## src/design/netbios_name_query_decoder_unit_macros.svh

```systemverilog
// Assertion macros used by the NetBIOS name query decoder top level.
`ifndef NETBIOS_NAME_QUERY_DECODER_UNIT_MACROS_SVH
`define NETBIOS_NAME_QUERY_DECODER_UNIT_MACROS_SVH

// Same-cycle implication, sampled on clk and quiet while in reset.
`define NBNQ_ASSERT_NOW(label, ante, cons, msg) \
    label: assert property (@(posedge clk) disable iff (!rst_n) (ante) |-> (cons)) \
        else $error(msg);

// Next-cycle implication, sampled on clk and quiet while in reset.
`define NBNQ_ASSERT_NEXT(label, ante, cons, msg) \
    label: assert property (@(posedge clk) disable iff (!rst_n) (ante) |=> (cons)) \
        else $error(msg);

`endif

```

## src/design/nbnq_pkg.sv

```systemverilog
// Types and constants of the NetBIOS name query decoder.
package nbnq_pkg;

    // Protocol constants.
    localparam logic [15:0] NB_PORT       = 16'd137;
    localparam logic [5:0]  Q_HIGH_POS    = 6'd4;
    localparam logic [5:0]  Q_LOW_POS     = 6'd5;
    localparam logic [5:0]  HDR_LEN       = 6'd12;
    localparam logic [5:0]  NAME_START    = 6'd13;
    localparam logic [5:0]  END_POS       = 6'd45;
    localparam logic [7:0]  NAME_LEN      = 8'd32;
    localparam logic [3:0]  SUFFIX_PAIR   = 4'd15;
    localparam logic [7:0]  CHAR_BASE     = 8'h41;
    localparam logic [31:0] COUNT_MAX     = 32'hFFFF_FFFF;

    typedef enum logic [1:0] {
        KIND_CHAR    = 2'd0,
        KIND_SUFFIX  = 2'd1,
        KIND_VERDICT = 2'd2
    } kind_t;

    typedef enum logic [2:0] {
        VERDICT_ACCEPTED     = 3'd0,
        VERDICT_NOT_PORT     = 3'd1,
        VERDICT_SHORT_HEADER = 3'd2,
        VERDICT_NO_QUESTION  = 3'd3,
        VERDICT_BAD_LENGTH   = 3'd4,
        VERDICT_TRUNCATED    = 3'd5
    } verdict_t;

    // One input request: a payload byte with its packet marks and ports.
    typedef struct packed {
        logic [7:0]  data_byte;
        logic        first_of_packet;
        logic        last_of_packet;
        logic        payload_empty;
        logic [15:0] source_port;
        logic [15:0] target_port;
    } item_t;

    // One result: a name character, the suffix, or the packet verdict.
    typedef struct packed {
        kind_t       result_kind;
        logic [3:0]  char_index;
        logic [7:0]  char_value;
        verdict_t    verdict;
        logic [31:0] accepted_total;
        logic        last_result;
    } result_t;

    // Per-packet parse state plus the running accepted count.
    typedef struct packed {
        logic [5:0]  byte_pos;
        logic        port_match;
        logic [7:0]  q_high;
        logic [7:0]  pair_first;
        verdict_t    status;
        logic [31:0] accepted_count;
    } parse_state_t;

    // Which result slots the decoder fills for one request.
    typedef struct packed {
        logic lead;
        logic trail;
    } push_t;

endpackage

```

## src/design/nbnq_decode.sv

```systemverilog
// Combinational decode of one request against the parse state.
module nbnq_decode (
    input  nbnq_pkg::parse_state_t state,
    input  nbnq_pkg::item_t        item,
    output nbnq_pkg::parse_state_t state_next,
    output nbnq_pkg::push_t        push,
    output nbnq_pkg::result_t      lead,
    output nbnq_pkg::result_t      trail
);
    import nbnq_pkg::*;

    parse_state_t st;
    parse_state_t nx;
    logic [5:0]   offset;
    logic [3:0]   pair;
    logic [7:0]   hi_part;
    logic [7:0]   lo_part;
    logic [7:0]   char_val;
    logic         char_emit;
    logic         finish;
    verdict_t     verd;
    logic [31:0]  count_new;
    result_t      char_res;
    result_t      verd_res;

    // Restart the packet state on a first mark or an empty payload.
    always_comb
    begin
        st = state;
        if (item.payload_empty || item.first_of_packet)
        begin
            st.byte_pos   = '0;
            st.port_match = (item.source_port == NB_PORT) || (item.target_port == NB_PORT);
            st.q_high     = '0;
            st.pair_first = '0;
            st.status     = VERDICT_ACCEPTED;
        end
    end

    // Pair decoding: high nibble from the first byte, offset of the second ORed in.
    assign offset   = st.byte_pos - NAME_START;
    assign pair     = offset[4:1];
    assign hi_part  = st.pair_first - CHAR_BASE;
    assign lo_part  = item.data_byte - CHAR_BASE;
    assign char_val = {hi_part[3:0], 4'b0000} | lo_part;

    // Byte position walk through header, length byte and name pairs.
    always_comb
    begin
        nx        = st;
        char_emit = 1'b0;
        if (!item.payload_empty && (st.byte_pos < END_POS))
        begin
            if (st.byte_pos == Q_HIGH_POS)
            begin
                nx.q_high = item.data_byte;
            end
            else if (st.byte_pos == Q_LOW_POS)
            begin
                if (((st.q_high | item.data_byte) == 8'd0) &&
                    (st.status == VERDICT_ACCEPTED))
                begin
                    nx.status = VERDICT_NO_QUESTION;
                end
            end
            else if (st.byte_pos == HDR_LEN)
            begin
                if ((item.data_byte != NAME_LEN) && (st.status == VERDICT_ACCEPTED))
                begin
                    nx.status = VERDICT_BAD_LENGTH;
                end
            end
            else if (st.byte_pos > HDR_LEN)
            begin
                if (!offset[0])
                begin
                    nx.pair_first = item.data_byte;
                end
                else
                begin
                    char_emit = st.port_match && (st.status == VERDICT_ACCEPTED);
                end
            end
            nx.byte_pos = st.byte_pos + 6'd1;
        end
    end

    // Verdict in priority order, taken on the state after this byte.
    always_comb
    begin
        if (!nx.port_match)
        begin
            verd = VERDICT_NOT_PORT;
        end
        else if (nx.byte_pos < HDR_LEN)
        begin
            verd = VERDICT_SHORT_HEADER;
        end
        else if (nx.status != VERDICT_ACCEPTED)
        begin
            verd = nx.status;
        end
        else if (nx.byte_pos < END_POS)
        begin
            verd = VERDICT_TRUNCATED;
        end
        else
        begin
            verd = VERDICT_ACCEPTED;
        end
    end

    assign finish = item.payload_empty || item.last_of_packet;

    // Saturating count of accepted packets.
    always_comb
    begin
        count_new = nx.accepted_count;
        if (finish && (verd == VERDICT_ACCEPTED) && (nx.accepted_count != COUNT_MAX))
        begin
            count_new = nx.accepted_count + 32'd1;
        end
    end

    // Assemble the two possible results.
    always_comb
    begin
        char_res.result_kind    = (pair < SUFFIX_PAIR) ? KIND_CHAR : KIND_SUFFIX;
        char_res.char_index     = (pair < SUFFIX_PAIR) ? pair : 4'd0;
        char_res.char_value     = char_val;
        char_res.verdict        = VERDICT_ACCEPTED;
        char_res.accepted_total = '0;
        char_res.last_result    = 1'b0;

        verd_res.result_kind    = KIND_VERDICT;
        verd_res.char_index     = '0;
        verd_res.char_value     = '0;
        verd_res.verdict        = verd;
        verd_res.accepted_total = count_new;
        verd_res.last_result    = 1'b1;
    end

    // A character always goes first; the verdict follows it or stands alone.
    always_comb
    begin
        state_next                = nx;
        state_next.accepted_count = count_new;
        push.lead                 = char_emit || finish;
        push.trail                = char_emit && finish;
        lead                      = char_emit ? char_res : verd_res;
        trail                     = verd_res;
    end

endmodule

```

## src/design/nbnq_result_fifo.sv

```systemverilog
// Small result queue taking up to two results per cycle and giving one.
module nbnq_result_fifo #(
    parameter int DEPTH = 4
) (
    input  logic                                 clk,
    input  logic                                 rst_n,
    input  nbnq_pkg::push_t                      push,
    input  nbnq_pkg::result_t                    lead,
    input  nbnq_pkg::result_t                    trail,
    output logic [$clog2(DEPTH + 1) - 1:0]       level,
    output logic                                 result_valid,
    input  logic                                 result_ready,
    output nbnq_pkg::result_t                    result
);
    import nbnq_pkg::*;

    localparam int PTR_W = (DEPTH > 1) ? $clog2(DEPTH) : 1;
    localparam int LVL_W = $clog2(DEPTH + 1);
    localparam logic [PTR_W - 1:0] LAST_SLOT = PTR_W'(DEPTH - 1);

    result_t            result_mem_reg [DEPTH];
    logic [PTR_W - 1:0] wr_ptr_reg;
    logic [PTR_W - 1:0] wr_ptr_next;
    logic [PTR_W - 1:0] rd_ptr_reg;
    logic [PTR_W - 1:0] rd_ptr_next;
    logic [LVL_W - 1:0] level_reg;
    logic [LVL_W - 1:0] level_next;
    logic [PTR_W - 1:0] wr_ptr_plus1;
    logic [PTR_W - 1:0] wr_ptr_plus2;
    logic               pop;

    // Pointer wrap for any depth.
    assign wr_ptr_plus1 = (wr_ptr_reg == LAST_SLOT) ? '0 : wr_ptr_reg + PTR_W'(1);
    assign wr_ptr_plus2 = (wr_ptr_plus1 == LAST_SLOT) ? '0 : wr_ptr_plus1 + PTR_W'(1);

    assign pop = result_valid && result_ready;

    // Next pointers and fill level.
    always_comb
    begin
        wr_ptr_next = wr_ptr_reg;
        if (push.trail)
        begin
            wr_ptr_next = wr_ptr_plus2;
        end
        else if (push.lead)
        begin
            wr_ptr_next = wr_ptr_plus1;
        end
        rd_ptr_next = rd_ptr_reg;
        if (pop)
        begin
            rd_ptr_next = (rd_ptr_reg == LAST_SLOT) ? '0 : rd_ptr_reg + PTR_W'(1);
        end
        level_next = level_reg + LVL_W'(push.lead) + LVL_W'(push.trail) - LVL_W'(pop);
    end

    // Control registers.
    always_ff @(posedge clk or negedge rst_n)
    begin
        if (!rst_n)
        begin
            wr_ptr_reg <= '0;
            rd_ptr_reg <= '0;
            level_reg  <= '0;
        end
        else
        begin
            wr_ptr_reg <= wr_ptr_next;
            rd_ptr_reg <= rd_ptr_next;
            level_reg  <= level_next;
        end
    end

    // Result storage; entries need no reset.
    always_ff @(posedge clk)
    begin
        if (push.lead)
        begin
            result_mem_reg[wr_ptr_reg] <= lead;
        end
        if (push.trail)
        begin
            result_mem_reg[wr_ptr_plus1] <= trail;
        end
    end

    assign level        = level_reg;
    assign result_valid = (level_reg != '0);
    assign result       = result_mem_reg[rd_ptr_reg];

endmodule

```

## src/design/netbios_name_query_decoder_unit.sv

```systemverilog
// NetBIOS name query decoder: top level with parse state, result queue and checks.
//
// Takes the UDP payload of a packet one byte per request and decodes the first-level
// encoded NetBIOS name of the first question, giving 15 name characters, the suffix
// and, on the last byte, a verdict with a saturating count of accepted packets.
// A request is taken in every cycle while the result queue has room for two results;
// each byte is decoded in the cycle it is accepted and its results are queued, so the
// first result can be taken in the cycle after its byte. Each result leaves in a cycle of
// its own, so the byte that completes the suffix and also ends the packet gives two
// results that leave one after the other; a sustained stream of such bytes runs at the
// output's one result per cycle while result_ready is held. The queue depth RESULT_DEPTH
// (at least 2) sets how long the input keeps flowing while the output is stalled.
`include "netbios_name_query_decoder_unit_macros.svh"

module netbios_name_query_decoder_unit #(
    parameter int RESULT_DEPTH = 4
) (
    input  logic              clk,
    input  logic              rst_n,
    input  logic              item_valid,
    output logic              item_ready,
    input  nbnq_pkg::item_t   item,
    output logic              result_valid,
    input  logic              result_ready,
    output nbnq_pkg::result_t result
);
    import nbnq_pkg::*;

    localparam int LVL_W = $clog2(RESULT_DEPTH + 1);
    localparam logic [LVL_W - 1:0] READY_LEVEL = LVL_W'(RESULT_DEPTH - 2);

    parse_state_t       state_reg;
    parse_state_t       state_next;
    parse_state_t       decoded_state;
    push_t              decoded_push;
    push_t              push;
    result_t            lead;
    result_t            trail;
    logic [LVL_W - 1:0] level;
    logic               accept;

    // Input is taken while two result slots are free.
    assign item_ready = (level <= READY_LEVEL);
    assign accept     = item_valid && item_ready;

    nbnq_decode u_decode (
        .state      (state_reg),
        .item       (item),
        .state_next (decoded_state),
        .push       (decoded_push),
        .lead       (lead),
        .trail      (trail)
    );

    // State and queue writes only on an accepted request.
    always_comb
    begin
        state_next = accept ? decoded_state : state_reg;
        push.lead  = accept && decoded_push.lead;
        push.trail = accept && decoded_push.trail;
    end

    always_ff @(posedge clk or negedge rst_n)
    begin
        if (!rst_n)
        begin
            state_reg <= '0;
        end
        else
        begin
            state_reg <= state_next;
        end
    end

    nbnq_result_fifo #(
        .DEPTH (RESULT_DEPTH)
    ) u_result_fifo (
        .clk          (clk),
        .rst_n        (rst_n),
        .push         (push),
        .lead         (lead),
        .trail        (trail),
        .level        (level),
        .result_valid (result_valid),
        .result_ready (result_ready),
        .result       (result)
    );

    // Checks on queue occupancy, byte position, the last result's kind and the accepted count.
    `NBNQ_ASSERT_NOW(a_level_bound, 1'b1, level <= LVL_W'(RESULT_DEPTH), "result queue overflow")
    `NBNQ_ASSERT_NOW(a_pos_bound, 1'b1, state_reg.byte_pos <= END_POS, "byte position past end")
    `NBNQ_ASSERT_NOW(a_last_is_verdict, result_valid && result.last_result, result.result_kind == KIND_VERDICT, "last result is not a verdict")
    `NBNQ_ASSERT_NEXT(a_count_monotonic, 1'b1, state_reg.accepted_count >= $past(state_reg.accepted_count), "accepted count decreased")

endmodule
```

## config.mk

```make
export PLATFORM = sky130hd
export DESIGN_NAME = netbios_name_query_decoder_unit
export DESIGN_NICKNAME = d
export VERILOG_FILES = /design/src/design/nbnq_pkg.sv /design/src/design/nbnq_decode.sv /design/src/design/nbnq_result_fifo.sv /design/src/design/netbios_name_query_decoder_unit.sv
export VERILOG_INCLUDE_DIRS = /design/src /design/src/design
export SDC_FILE = /design/constraint.sdc
export NUM_CORES = 1
export LEC_CHECK = 0
export BUFFER_PORTS_ARGS = -buffer_cell sky130_fd_sc_hd__buf_2
export CAP_MARGIN = 20
export CORE_MARGIN = 4
export CORE_UTILIZATION = 30
export CTS_CLUSTER_SIZE = 14
export DETAILED_ROUTE_END_ITERATION = 6
export PLACE_DENSITY = 0.54
export SETUP_SLACK_MARGIN = 0.2
export SYNTH_ARGS = -nofsm -noshare
export SYNTH_HDL_FRONTEND = slang
export SYNTH_SLANG_ARGS = --single-unit
```

## constraint.sdc

```tcl
create_clock -name clk -period 3.5 [get_ports clk]
set_input_delay 0.7 -clock clk [delete_from_list [all_inputs] [get_ports clk]]
set_output_delay 0.7 -clock clk [all_outputs]
set_load 0.02 [all_outputs]
```

Word-level counts from Yosys, hierarchy flattened. Memories as Yosys holds them, arrays and structs flattened. Index checks and enable logic that the tools add are counted.

Output and inout bits: 52. RAM bits: 200. Word-level logic and storage cells: 97. Register bits: 65. Memories: 1. Input bits: 47.

Memory list: u_result_fifo.result_mem_reg (words 4, bits a word 50, read ports 1, clocked after Yosys merged registers in 0, wr ports 2, line nbnq_result_fifo.sv:21) `result_t result_mem_reg [DEPTH];`.

Reduce and logical (&&, ||, !) cells: 22. $lt $le $gt $ge: 6. Muxes and demuxes: 36. $add $sub $neg: 11. Equality and inequality tests: 10. Bitwise logic cells: 2.

Operator list (number): two-way mux 50 bit (1); two-way mux 8 bit (5); adder 32 x 1 -> 32 bit, second input constant (1); equality test 16 x 8 -> 1 bit, second input constant (2); two-way mux 32 bit (1); inequality test 32 bit, second input constant (1); two-way mux 26 bit (1); two-way mux 3 bit (8); two-way mux 19 bit (1); bitwise OR 8 bit (2); equality test 6 x 3 -> 1 bit, second input constant (2); < comparator 6 bit, second input constant (2); logical AND 1 bit (11); two-way mux 1 bit (11); two-way mux 11 bit (1); two-way mux 2 bit (5); zero test 8 bit (1); inequality test 8 x 6 -> 1 bit, second input constant (1); subtractor 8 x 7 -> 8 bit, second input constant (1); adder 2 x 1 -> 2 bit, second input constant (3); adder 3 x 1 -> 3 bit (2); adder 6 x 1 -> 6 bit, second input constant (1); equality test 2 bit, second input constant (3); equality test 6 x 4 -> 1 bit, second input constant (1); other kinds (14) (19).

Logic depth before layout (Yosys ltp). Gate-level depths: netlist of run 1.

Depth in word-level cells: 19. Gate-level depth with buffers: 17. Gate-level depth less buffers: 13.

Modules after synthesis. Synthesis of run 1 repeated with hierarchy kept, for this count alone.

Cell total of the unflattened synthesis: 1094. Area, all modules: 15203.3 um2.

By module, submodules not included: nbnq_result_fifo (cells each 534, sequential area each 6180.9 um2, times used 1, area each 10277.4 um2); nbnq_decode (cells each 431, sequential area each 0.0 um2, times used 1, area each 2721.4 um2); netbios_name_query_decoder_unit (cells each 129, sequential area each 1451.4 um2, times used 1, area each 2204.6 um2).

Worst setup path before layout of run 1. No wires, ideal clock.

Path kind: input -> register. From: input item[32] in the netlist's numbering. To: register u_result_fifo.level_reg[2] (netlist: u_result_fifo.level[2]). Stages: 16. Data required time: 3.377 ns. Buffers on the path: 5. Path slack: -1.067 ns. Arrival: 4.445 ns. Setup time: 0.123 ns. Cells stage by stage: clkbuf_1 nor2_1 clkbuf_1 nand2_1 ha_1 and4b_1 o21ai_0 and4_1 clkbuf_1 nand2_1 clkbuf_1 clkbuf_1 nor2_1 fa_1 fa_1 xnor2_1.

Longest elaborated chain between the ends: 15. Elaborated cells between the ends (all ways): 26. Classes of those cells: 4 x add/sub; 2 x order compare; 3 x eq/ne; 7 x mux; 10 x reduce/logical.

Ends and longest elaborated chain: from (decl) (line netbios_name_query_decoder_unit.sv:22) `input nbnq_pkg::item_t item,`; branches (longest 13 deep; another with subtractor 5 x 4 -> 5 bit); adder 3 x 1 -> 3 bit (*) (line nbnq_result_fifo.sv:55) `level_next = level_reg + LVL_W'(push.lead) + LVL_W'(push.trail) - LVL_W'(pop);`; subtractor 3 x 1 -> 3 bit (*) (line nbnq_result_fifo.sv:55); net u_result_fifo.level_next[2] (line nbnq_result_fifo.sv:27) `logic [LVL_W - 1:0] level_next;`; to (signal assigned) (line nbnq_result_fifo.sv:71) `level_reg <= level_next;`; to (decl) (line nbnq_result_fifo.sv:26) `logic [LVL_W - 1:0] level_reg;`.

Mark *: on every way through the listed nets, which the timed path passes. A chain may end at the register's enable or synchronous reset.

==> results of run 1 <==
layout by cell type (no fill, tap or decap), types with 12 or more instances in the layout:
master	n
nor4_1	12
nor2_1	81
inv_1	22
buf_12	26
and3_1	14
ha_1	15
clkbuf_16	30
o21ai_0	12
dfxtp_1	56
a21oi_1	119
buf_4	124
nor3_1	26
nand2_1	171
xnor2_1	26
xor2_1	17
mux4_2	49
nand3_1	44
o31ai_4	19
buf_2	98
a21oi_2	44
dfrtp_1	57
edfxtp_1	140
or4_4	22
nand4_1	28
a22o_1	13
power by group through the flow:
stage | clock network, mW | registers [mW] | logic, mW
2_1_floorplan | 0 | 3.56 | 1.77
3_3_place_gp | 0 | 3.72 | 2.75
3_5_place_dp | 0 | 3.74 | 2.77
4_1_cts | 2.99 | 3.68 | 2.77
5_1_grt | 3.13 | 3.70 | 2.96
6_report | 2.92 | 3.67 | 2.76
repair_timing:
item / in CTS / in global routing
cloned: 2 / 0
pin swaps: 6 / 29
endpoints found under the setup margin: 70 / 128
hold buffers: 0 / 0
setup buffers: 7 / 8
hold endpoints to repair: 0 / 0
gates resized for setup: 17 / 67
worst max-delay path: cells and delay by family (launching register included):
| family | cells | cell delay (ns) |
|---|---|---|
| and+or+nand+nor | 4 | 1.48 |
| AOI/OAI and AO/OA | 4 | 0.94 |
| buffers and inverters | 3 | 0.42 |
| DFF | 1 | 0.34 |
cell families (layout without fill, tap and decap cells):
family / Yosys count / after routing / synth area share (%)
AOI/OAI and AO/OA: 265 / 265 / 13.20
xor gates and xnor gates: 44 / 44 / 2.890
adders and majority gates: 19 / 19 / 1.895
buffers and inverters: 118 / 333 / 3.509
DFF: 257 / 257 / 51.38
muxes: 57 / 57 / 8.914
and+or+nand+nor: 480 / 480 / 18.20
metrics by stage:
| step | cell area [µm²] | hold WS [ns] | power [mW] | TNS (ns) | cells |
|---|---|---|---|---|---|
| 2_1_floorplan | 13690 | 0.4044 | 5.339 | -34.35 | 1240 |
| 3_3_place_gp | 15850 | 0.4280 | 6.472 | -42.10 | 1967 |
| 3_5_place_dp | 15850 | 0.4394 | 6.502 | -44.95 | 1967 |
| 4_1_cts | 16960 | 0.2457 | 9.440 | 0 | 2032 |
| 5_1_grt | 17350 | 0.2735 | 9.795 | -0.04900 | 2040 |
| 6_report | 17350 | 0.2400 | 9.345 | 0 | 2040 |
layer usage:
metal | up-vias | global-route usage [%]
met2 | 304 | 27.71
li1 | 5012 | -
met4 | 0 | 4.129
met5 | - | 0
met3 | 55 | 1.952
met1 | 5320 | 22.29
area by class of cell:
type                       count  area share, %
clock inverter                17         0.7499
clock buffer                  39          4.521
inverter                      22         0.4759
tap                          585          4.218
multi-input combinational    865          38.67
timing repair buffer         255          11.83
sequential                   257          39.53
worst min path at each step:
stage	startpoint	endpoint	slack, ns	cells after the start
2_1_floorplan	rst_n	state_reg[0]	0.40	0
3_3_place_gp	u_result_fifo.result_mem_reg[1][0]	u_result_fifo.result_mem_reg[1][0]	0.43	2
3_5_place_dp	u_result_fifo.result_mem_reg[0][0]	u_result_fifo.result_mem_reg[0][0]	0.44	2
4_1_cts	rst_n	state_reg[57]	0.25	1
5_1_grt	rst_n	state_reg[32]	0.27	1
6_report	rst_n	state_reg[55]	0.24	1
==> flow_summary.json, run 1 <==
{
  "synth_seq_area_share_pct": 51.38,
  "final-max-slew-violation-count": 0,
  "cp.arrival_ns": 3.76,
  "syn-cell-area_um2": 13330,
  "synth-seq-cells": 257,
  "synth_commonest_cells": "nand2_1 (175), a21oi_1 (163), edfxtp_1 (140), nor2_1 (85), clkbuf_1 (77)",
  "dieArea_um2": 47880,
  "largest_register_ff_count": 196,
  "antenna_found_initial": 0,
  "synth.distinct_cells": 70,
  "drt_iter0_drc": 742,
  "dp.final_hpwl_mm": 26.93,
  "clk_latency_ns": 0.59,
  "portBuffers": 98,
  "avgSynthCellArea_um2": 10.75,
  "drv_cap": 0,
  "netlist_top_cells_area": "edfxtp_1 (32%), dfrtp_1 (11%), dfxtp_1 (8.4%)",
  "yosysMostFrequentCell": "nand2_1",
  "nets": 1497,
  "skew_ns": 0.04261,
  "max_freq_ghz": 0.2920,
  "hold_violations": 0,
  "synth-async-reset-ratio_pct": 23.74,
  "p_leak_nw": 6.225,
  "cts.clk_slew.worst_paths_ns": 0.06,
  "syn2layout_area_growth_pct": 30.13,
  "path_max_fanout": 6,
  "slowest_delay_ns": 0.55,
  "min_period_over_period_pct": 97.86,
  "wl_per_cell_um": 19.56,
  "layout-drive-gt1-share_pct": 34.71,
  "coreArea_um2": 43550,
  "clockBufferDepth": 3,
  "met3_length_mm": 1.893,
  "final_util_pct": 39.84,
  "row_count": 76,
  "dr_wl_met2_mm": 19.56,
  "clock_sinks": 257,
  "vias_per_cell": 5.241,
  "die-height_um": 218.8,
  "outcome": "completed",
  "netlist.area_leader.share_pct": 31.53,
  "vdd_drop_max_mv": 0.4028,
  "wl_met1_mm": 17.62,
  "max_slew_margin_pct": 43.16,
  "ant_nets": 0,
  "initial_core_util_pct": 30.62,
  "pwr-share-clk_pct": 31.3,
  "routed.top_layer": "met4",
  "worst_setup_path_end_kind": "flip-flop",
  "register_area_um2": 6859,
  "synth_nets": 1306,
  "grt_pass1_vias": 10640,
  "path_class": "flip-flop to flip-flop",
  "crit_required_ns": 3.83,
  "drc_errors": 0,
  "tightest_slew_ns": 0.8526,
  "grt_overflow": 0,
  "comb_power_share_pct": 29.5,
  "layout_setup_ws_ns": 0.07478,
  "worstSetupStartpointType": "flip-flop",
  "min_path_type": "input pin to async pin",
  "drt_first_pass_iters": 5,
  "layout_min_cycle_time_ns": 3.425,
  "drt_wl_total_mm": 39.90,
  "post-place-ws_ns": -0.4825,
  "gr-usage-all-layers_pct": 16.32,
  "multi_input_comb_area_um2": 6710,
  "endpoint": "u_result_fifo.result_mem_reg[2][10]",
  "synth_edf_count": 140,
  "cts_made_buffers": 30,
  "power_switching_mw": 3.163,
  "ys.flop_type": "edfxtp_1",
  "intPower_mw": 6.182,
  "grt_max_degree": 38,
  "antenna_cells": 0,
  "cts_tree": "done",
  "r2r_slack_ns": 0.07,
  "ioPinCount": 99,
  "p_seq_share_pct": 39.2,
  "r2r_start": "state_reg[54]",
  "swShare_pct": 33.85,
  "reg2regPathDepth": 11,
  "grt_pass1_wl_mm": 61.72,
  "power.density_nw_per_um2": 538.6,
  "die_x_um": 218.8,
  "yosys_warnings": 0,
  "final.fill_count": 4226,
  "cts_max_level": 1,
  "crit_chain": "or3b_4 > or4_4 > a221oi_4 > o2111a_2 > nor2_4 > or4b_4 > buf_12 > buf_16 > buf_6 > o31ai_4 > a21oi_1",
  "synth_top_area_cell": "edfxtp_1",
  "vias": 10690,
  "slowest_stage": "or4b_4",
  "rsz0062_at_grt": "yes",
  "synthCells": 1240,
  "gp_congestion": 0.8271,
  "startpoint": "state_reg[54]",
  "reg2reg_to": "u_result_fifo.result_mem_reg[2][10]",
  "setup_violations": 0,
  "cts-root-buf": "clkbuf_16"
}
(Power assumes the default switching activity.)
==> run 2, diff against run 1 <==
--- a/config.mk
+++ b/config.mk
@@ -6,7 +6,7 @@
 export SDC_FILE = /design/constraint.sdc
 export NUM_CORES = 1
 export LEC_CHECK = 0
-export BUFFER_PORTS_ARGS = -buffer_cell sky130_fd_sc_hd__buf_2
+export BUFFER_PORTS_ARGS = -buffer_cell sky130_fd_sc_hd__buf_4
 export CAP_MARGIN = 20
 export CORE_MARGIN = 4
 export CORE_UTILIZATION = 30
==> constraint.sdc (replaced) <==
create_clock -name clk -period 3.5 [get_ports clk]
set_input_delay 0.525 -clock clk [delete_from_list [all_inputs] [get_ports clk]]
set_output_delay 0.525 -clock clk [all_outputs]
set_load 0.02 [all_outputs]
==> run 2 against run 1 <==
Compared with the run above: power rose by 1.2%; first-iteration DRC count is 11% higher; largest cell class is now multi-input combinational cells; fmax shrank 1.6%; global-route usage down 0.30 points; worst hold slack worse by 0.15 ns; utilization grew 0.19 points; largest power group unchanged.
==> flow_summary.json, run 2 (synthesis gave the netlist of run 1 again) <==
{
  "syn2layout_area_growth_pct": 30.74,
  "outcome": "completed",
  "layout_setup_ws_ns": 0.02001,
  "initial_core_util_pct": 30.62,
  "cts_max_level": 1,
  "coreArea_um2": 43550,
  "cp_common_cell": "or4_4",
  "slowest_delay_ns": 0.66,
  "dp.cells": 1944,
  "dp.final_hpwl_mm": 26.09,
  "die-height_um": 218.8,
  "portBuffers": 98,
  "min_period_over_period_pct": 99.43,
  "gr-usage-all-layers_pct": 16.02,
  "multi_input_comb_area_um2": 6880,
  "min_path_type": "input pin to async pin",
  "grt_overflow": 0,
  "cts_tree": "done",
  "worstSetupStartpointType": "flip-flop",
  "routed.top_layer": "met4",
  "cts-root-buf": "clkbuf_16",
  "hold_violations": 0,
  "crit_chain": "or3b_4 > or4_4 > a221oi_4 > o2111a_2 > nor2_4 > or4b_4 > buf_12 > or4_4 > a21oi_1",
  "grt_max_degree": 62,
  "final_common_cell": "buf_4",
  "vdd_drop_max_mv": 0.3622,
  "path_delay_family": "simple AND/OR/NAND/NOR gates",
  "wl_per_cell_um": 19.64,
  "crit_buf_inv": 1,
  "drc_errors": 0,
  "ioPinCount": 99,
  "grt_pass1_vias": 10400,
  "drv_cap": 0,
  "swShare_pct": 33.06,
  "path_class": "flip-flop to flip-flop",
  "path_max_fanout": 12,
  "power_switching_mw": 3.125,
  "vias": 10470,
  "layout.cells.non_filler": 2010,
  "comb_power_share_pct": 31.5,
  "largest_register_ff_count": 196,
  "nets": 1470,
  "register_area_um2": 6855,
  "clk_latency_ns": 0.55,
  "max_freq_ghz": 0.2874,
  "worst_setup_path_end_kind": "flip-flop",
  "p_leak_nw": 6.103,
  "tightest_slew_ns": 0.9158,
  "intPower_mw": 6.328,
  "post-place-ws_ns": -0.3577,
  "cts_made_buffers": 29,
  "die_x_um": 218.8,
  "pwr-share-clk_pct": 31.1,
  "layout-drive-gt1-share_pct": 35.79,
  "drt_first_pass_iters": 5,
  "antenna_cells": 0,
  "row_count": 76,
  "met3_length_mm": 1.723,
  "final.fill_count": 4245,
  "clock_sinks": 257,
  "antenna_found_initial": 0,
  "cp.arrival_ns": 3.88,
  "p_seq_share_pct": 37.4,
  "grt_pass1_wl_mm": 60.82,
  "max_slew_margin_pct": 38.95,
  "final-max-slew-violation-count": 0,
  "most-common-layout-cells": "buf_4 (206), nand2_1 (170), edfxtp_1 (140)",
  "totalPowerFinal_mw": 9.454,
  "drt_iter0_drc": 821,
  "cts.clk_slew.worst_paths_ns": 0.06,
  "power.density_nw_per_um2": 542.3,
  "final_util_pct": 40.03,
  "vias_per_cell": 5.211,
  "rsz0062_at_grt": "yes",
  "clockBufferDepth": 3,
  "slowest_stage": "or4b_4",
  "dieArea_um2": 47880,
  "dr_wl_met2_mm": 19.13,
  "setup_violations": 0,
  "drt_wl_total_mm": 39.47,
  "gp_congestion": 0.8349,
  "wl_met1_mm": 17.92,
  "layout_min_cycle_time_ns": 3.480,
  "ant_nets": 0,
  "skew_ns": 0.009756,
  "crit_required_ns": 3.90
}
[run 2: cell type report]
type | count | share of cell area, %
inverters | 22 | 0.4737
clock inverters | 10 | 0.3014
multi-input cells | 865 | 39.47
repair buffers | 229 | 11.31
flip-flops and latches | 257 | 39.32
well taps | 585 | 4.199
clock buffers | 42 | 4.924
[run 2: power by group through the flow]
stage / Sequential, mW / Clock (mW) / Combinational, mW
2_1_floorplan: 3.56 / 0 / 1.77
3_3_place_gp: 3.58 / 0 / 2.99
3_5_place_dp: 3.59 / 0 / 3.01
4_1_cts: 3.53 / 3.01 / 3.01
5_1_grt: 3.56 / 3.13 / 3.20
6_report: 3.53 / 2.94 / 2.98
[run 2: worst paths after layout]
kind | startpoint | endpoint | slack (ns) | depth (start not counted)
max in group asynchronous | rst_n | u_result_fifo.rd_ptr_reg[0] | 2.73 | 1
hold reg to reg | u_result_fifo.result_mem_reg[0][0] | u_result_fifo.result_mem_reg[0][0] | 0.44 | 2
setup reg to reg | state_reg[54] | u_result_fifo.result_mem_reg[1][17] | 0.02 | 9
min in group clk | item[39] | state_reg[47] | 0.25 | 2
hold / removal | rst_n | state_reg[54] | 0.09 | 1
setup / recovery | state_reg[54] | u_result_fifo.result_mem_reg[1][17] | 0.02 | 9
[run 2: per-layer routing]
layer	GRT usage [%]	vias to the layer above
met1	22.41	5246
met2	26.78	234
li1	-	4956
met5	0	-
met3	2.077	38
met4	3.413	0
[run 2: repair_timing]
| action | CTS | global route |
|---|---|---|
| gates cloned | 1 | 3 |
| pin swaps | 6 | 44 |
| setup endpoints to repair | 112 | 135 |
| hold buffers | 0 | 0 |
| resized for setup | 11 | 112 |
| setup buffers | 6 | 4 |
[run 2: worst reg2reg max path, delay by kind of cell, from the launching register on]
family / cells / cell delay, ns
AND/OR/NAND/NOR: 5 / 2.06
flip-flops: 1 / 0.34
AO/OA/AOI/OAI: 3 / 0.73
buffers and inverters: 1 / 0.20
[run 2: per-stage QoR]
| stage | setup TNS (ns) | area, µm² | hold slack, ns |
|---|---|---|---|
| 2_1_floorplan | -12.79 | 13660 | 0.2294 |
| 5_1_grt | -3.164 | 17430 | 0.1531 |
| 6_report | 0 | 17430 | 0.09268 |
| 3_3_place_gp | -27.50 | 15740 | 0.4309 |
| 4_1_cts | 0 | 16770 | 0.1176 |
| 3_5_place_dp | -32.33 | 15740 | 0.4373 |
==> run 3, diff against run 2 <==
--- a/config.mk
+++ b/config.mk
@@ -12,7 +12,7 @@
 export CORE_UTILIZATION = 30
 export CTS_CLUSTER_SIZE = 14
 export DETAILED_ROUTE_END_ITERATION = 6
-export PLACE_DENSITY = 0.54
+export PLACE_DENSITY = 0.53
 export SETUP_SLACK_MARGIN = 0.2
 export SYNTH_ARGS = -nofsm -noshare
 export SYNTH_HDL_FRONTEND = slang
==> constraint.sdc (replaced) <==
create_clock -name clk -period 4.1 [get_ports clk]
set_input_delay 0.615 -clock clk [delete_from_list [all_inputs] [get_ports clk]]
set_output_delay 0.615 -clock clk [all_outputs]
set_load 0.02 [all_outputs]
==> run 3 against run 2 <==
Compared with the run above: register-to-register slack gained 0.46 ns; sequential power shrank 12%; worst hold slack gained 0.064 ns; clock-buffer cell count grew 3; largest power group unchanged; cell count shrank 3.3%; utilization shrank 3.2 points; setup slack gained 0.46 ns; via count shrank 1.6%.
==> flow_summary.json, run 3 (synthesis gave the netlist of run 1 again) <==
{
  "layout-drive-gt1-share_pct": 23.47,
  "worst_setup_path_end_kind": "flip-flop",
  "cts_max_level": 1,
  "grt_max_degree": 62,
  "cts_tree": "done",
  "post-place-ws_ns": 0.08065,
  "most-common-layout-cells": "nand2_1 (174), a21oi_1 (163), buf_4 (154)",
  "layout_setup_ws_ns": 0.4753,
  "largest_register_ff_count": 196,
  "cts-root-buf": "clkbuf_16",
  "clk_latency_ns": 0.57,
  "p_leak_nw": 5.633,
  "die-height_um": 218.8,
  "coreArea_um2": 43550,
  "outcome": "completed",
  "r2r_start": "state_reg[52]",
  "antenna_cells": 0,
  "rsz0062_at_grt": "no",
  "die_x_um": 218.8,
  "min_period_over_period_pct": 88.41,
  "cts.clk_slew.worst_paths_ns": 0.06,
  "multi_input_comb_area_um2": 6145,
  "portBuffers": 98,
  "hold_violations": 0,
  "drc_errors": 0,
  "max_freq_ghz": 0.2759,
  "register_area_um2": 6854,
  "setup_violations": 0,
  "layout_min_cycle_time_ns": 3.625,
  "drt_iter0_drc": 799,
  "reg2regPathDepth": 12,
  "row_count": 76,
  "final.fill_count": 4440,
  "reg2reg_to": "u_result_fifo.result_mem_reg[3][12]",
  "final_util_pct": 36.85,
  "gp_congestion": 0.8222,
  "max_slew_margin_pct": 40.04,
  "clockBufferDepth": 3,
  "totalPowerFinal_mw": 8.013,
  "vdd_drop_max_mv": 0.3343,
  "whs_ns": 0.1568,
  "cts_setup_buffers": 0,
  "grt_overflow": 0,
  "gr-usage-all-layers_pct": 15.89,
  "min_path_type": "input pin to async pin",
  "drv_cap": 0,
  "ctsResizeCount": 0,
  "antenna_found_initial": 0,
  "path_max_fanout": 25,
  "tns_ns": 0,
  "drt_first_pass_iters": 7,
  "r2r_slack_ns": 0.48,
  "hold_buffers": 0,
  "power.density_nw_per_um2": 499.3,
  "skew_ns": 0.01766,
  "clock_sinks": 257,
  "ant_nets": 0,
  "path_class": "flip-flop to flip-flop",
  "initial_core_util_pct": 30.62,
  "wl_per_cell_um": 19.65,
  "ioPinCount": 99,
  "grt_pass1_wl_mm": 60.40,
  "worstSetupStartpointType": "flip-flop",
  "crit_required_ns": 4.50,
  "grt_pass1_vias": 10350,
  "final-max-slew-violation-count": 0,
  "nets": 1402,
  "dp.final_hpwl_mm": 25.26,
  "vias_per_cell": 5.301,
  "cp.arrival_ns": 4.03,
  "final_common_cell": "nand2_1",
  "vias": 10310,
  "drt_wl_total_mm": 38.19,
  "cts_made_buffers": 29,
  "syn2layout_area_growth_pct": 20.35,
  "dieArea_um2": 47880,
  "tightest_slew_ns": 0.8994
}
-- run 3: report_power, final --
group / switching, mW / leakage, nW / internal, mW
Sequential: 0.174 / 2.54 / 2.93
Clock: 1.07 / 0.468 / 1.48
Combinational: 1.39 / 2.62 / 0.971
Total: 2.63 / 5.63 / 5.38
-- run 3: critical path, cell delays in order, from the launching register on --
cell and delay, ns:
dfrtp_1 0.41, nand2_1 0.17, inv_1 0.09, ha_1 0.24
nor3b_1 0.19, a221oi_1 0.10, a221oi_2 0.34, o2111a_2 0.28
nor2_2 0.08, or4b_4 0.59, buf_12 0.21, or4_1 0.56
a21oi_1 0.19
-- run 3: per-stage QoR --
step | cells | area (µm²)
finish | 1944 | 16050
global route | 1944 | 16050
CTS | 1944 | 16050
detailed placement | 1890 | 15110
global placement | 1890 | 15110
floorplan | 1240 | 13460
-- run 3: cell type report --
| type | count | share of cell area [%] |
|---|---|---|
| clock buffers | 45 | 5.497 |
| clock inverters | 9 | 0.3508 |
| inverters | 22 | 0.5146 |
| multi-input cells | 865 | 38.29 |
| flip-flops and latches | 257 | 42.71 |
| well taps | 585 | 4.561 |
| repair buffers | 161 | 8.077 |
-- run 3: worst max path at each step --
| stage | startpoint | to | slack [ns] | cells after the start |
|---|---|---|---|---|
| floorplan | item[34] | u_result_fifo.result_mem_reg[0][10] | 0.22 | 16 |
| global placement | item[34] | u_result_fifo.result_mem_reg[0][10] | 0.14 | 14 |
| detailed placement | item[32] | u_result_fifo.result_mem_reg[1][14] | 0.08 | 10 |
| CTS | state_reg[52] | u_result_fifo.result_mem_reg[1][14] | 0.51 | 12 |
| global route | state_reg[52] | u_result_fifo.result_mem_reg[1][12] | 0.26 | 12 |
| finish | state_reg[52] | u_result_fifo.result_mem_reg[3][12] | 0.48 | 12 |
-- run 3: routing by layer --
layer	share of wire [%]	global-route usage, %	up-vias
met5	0	0	-
met4	1.8	3.644	0
met3	5.6	1.883	47
met2	48	26.46	321
met1	44	22.33	5130
li1	-	-	4808
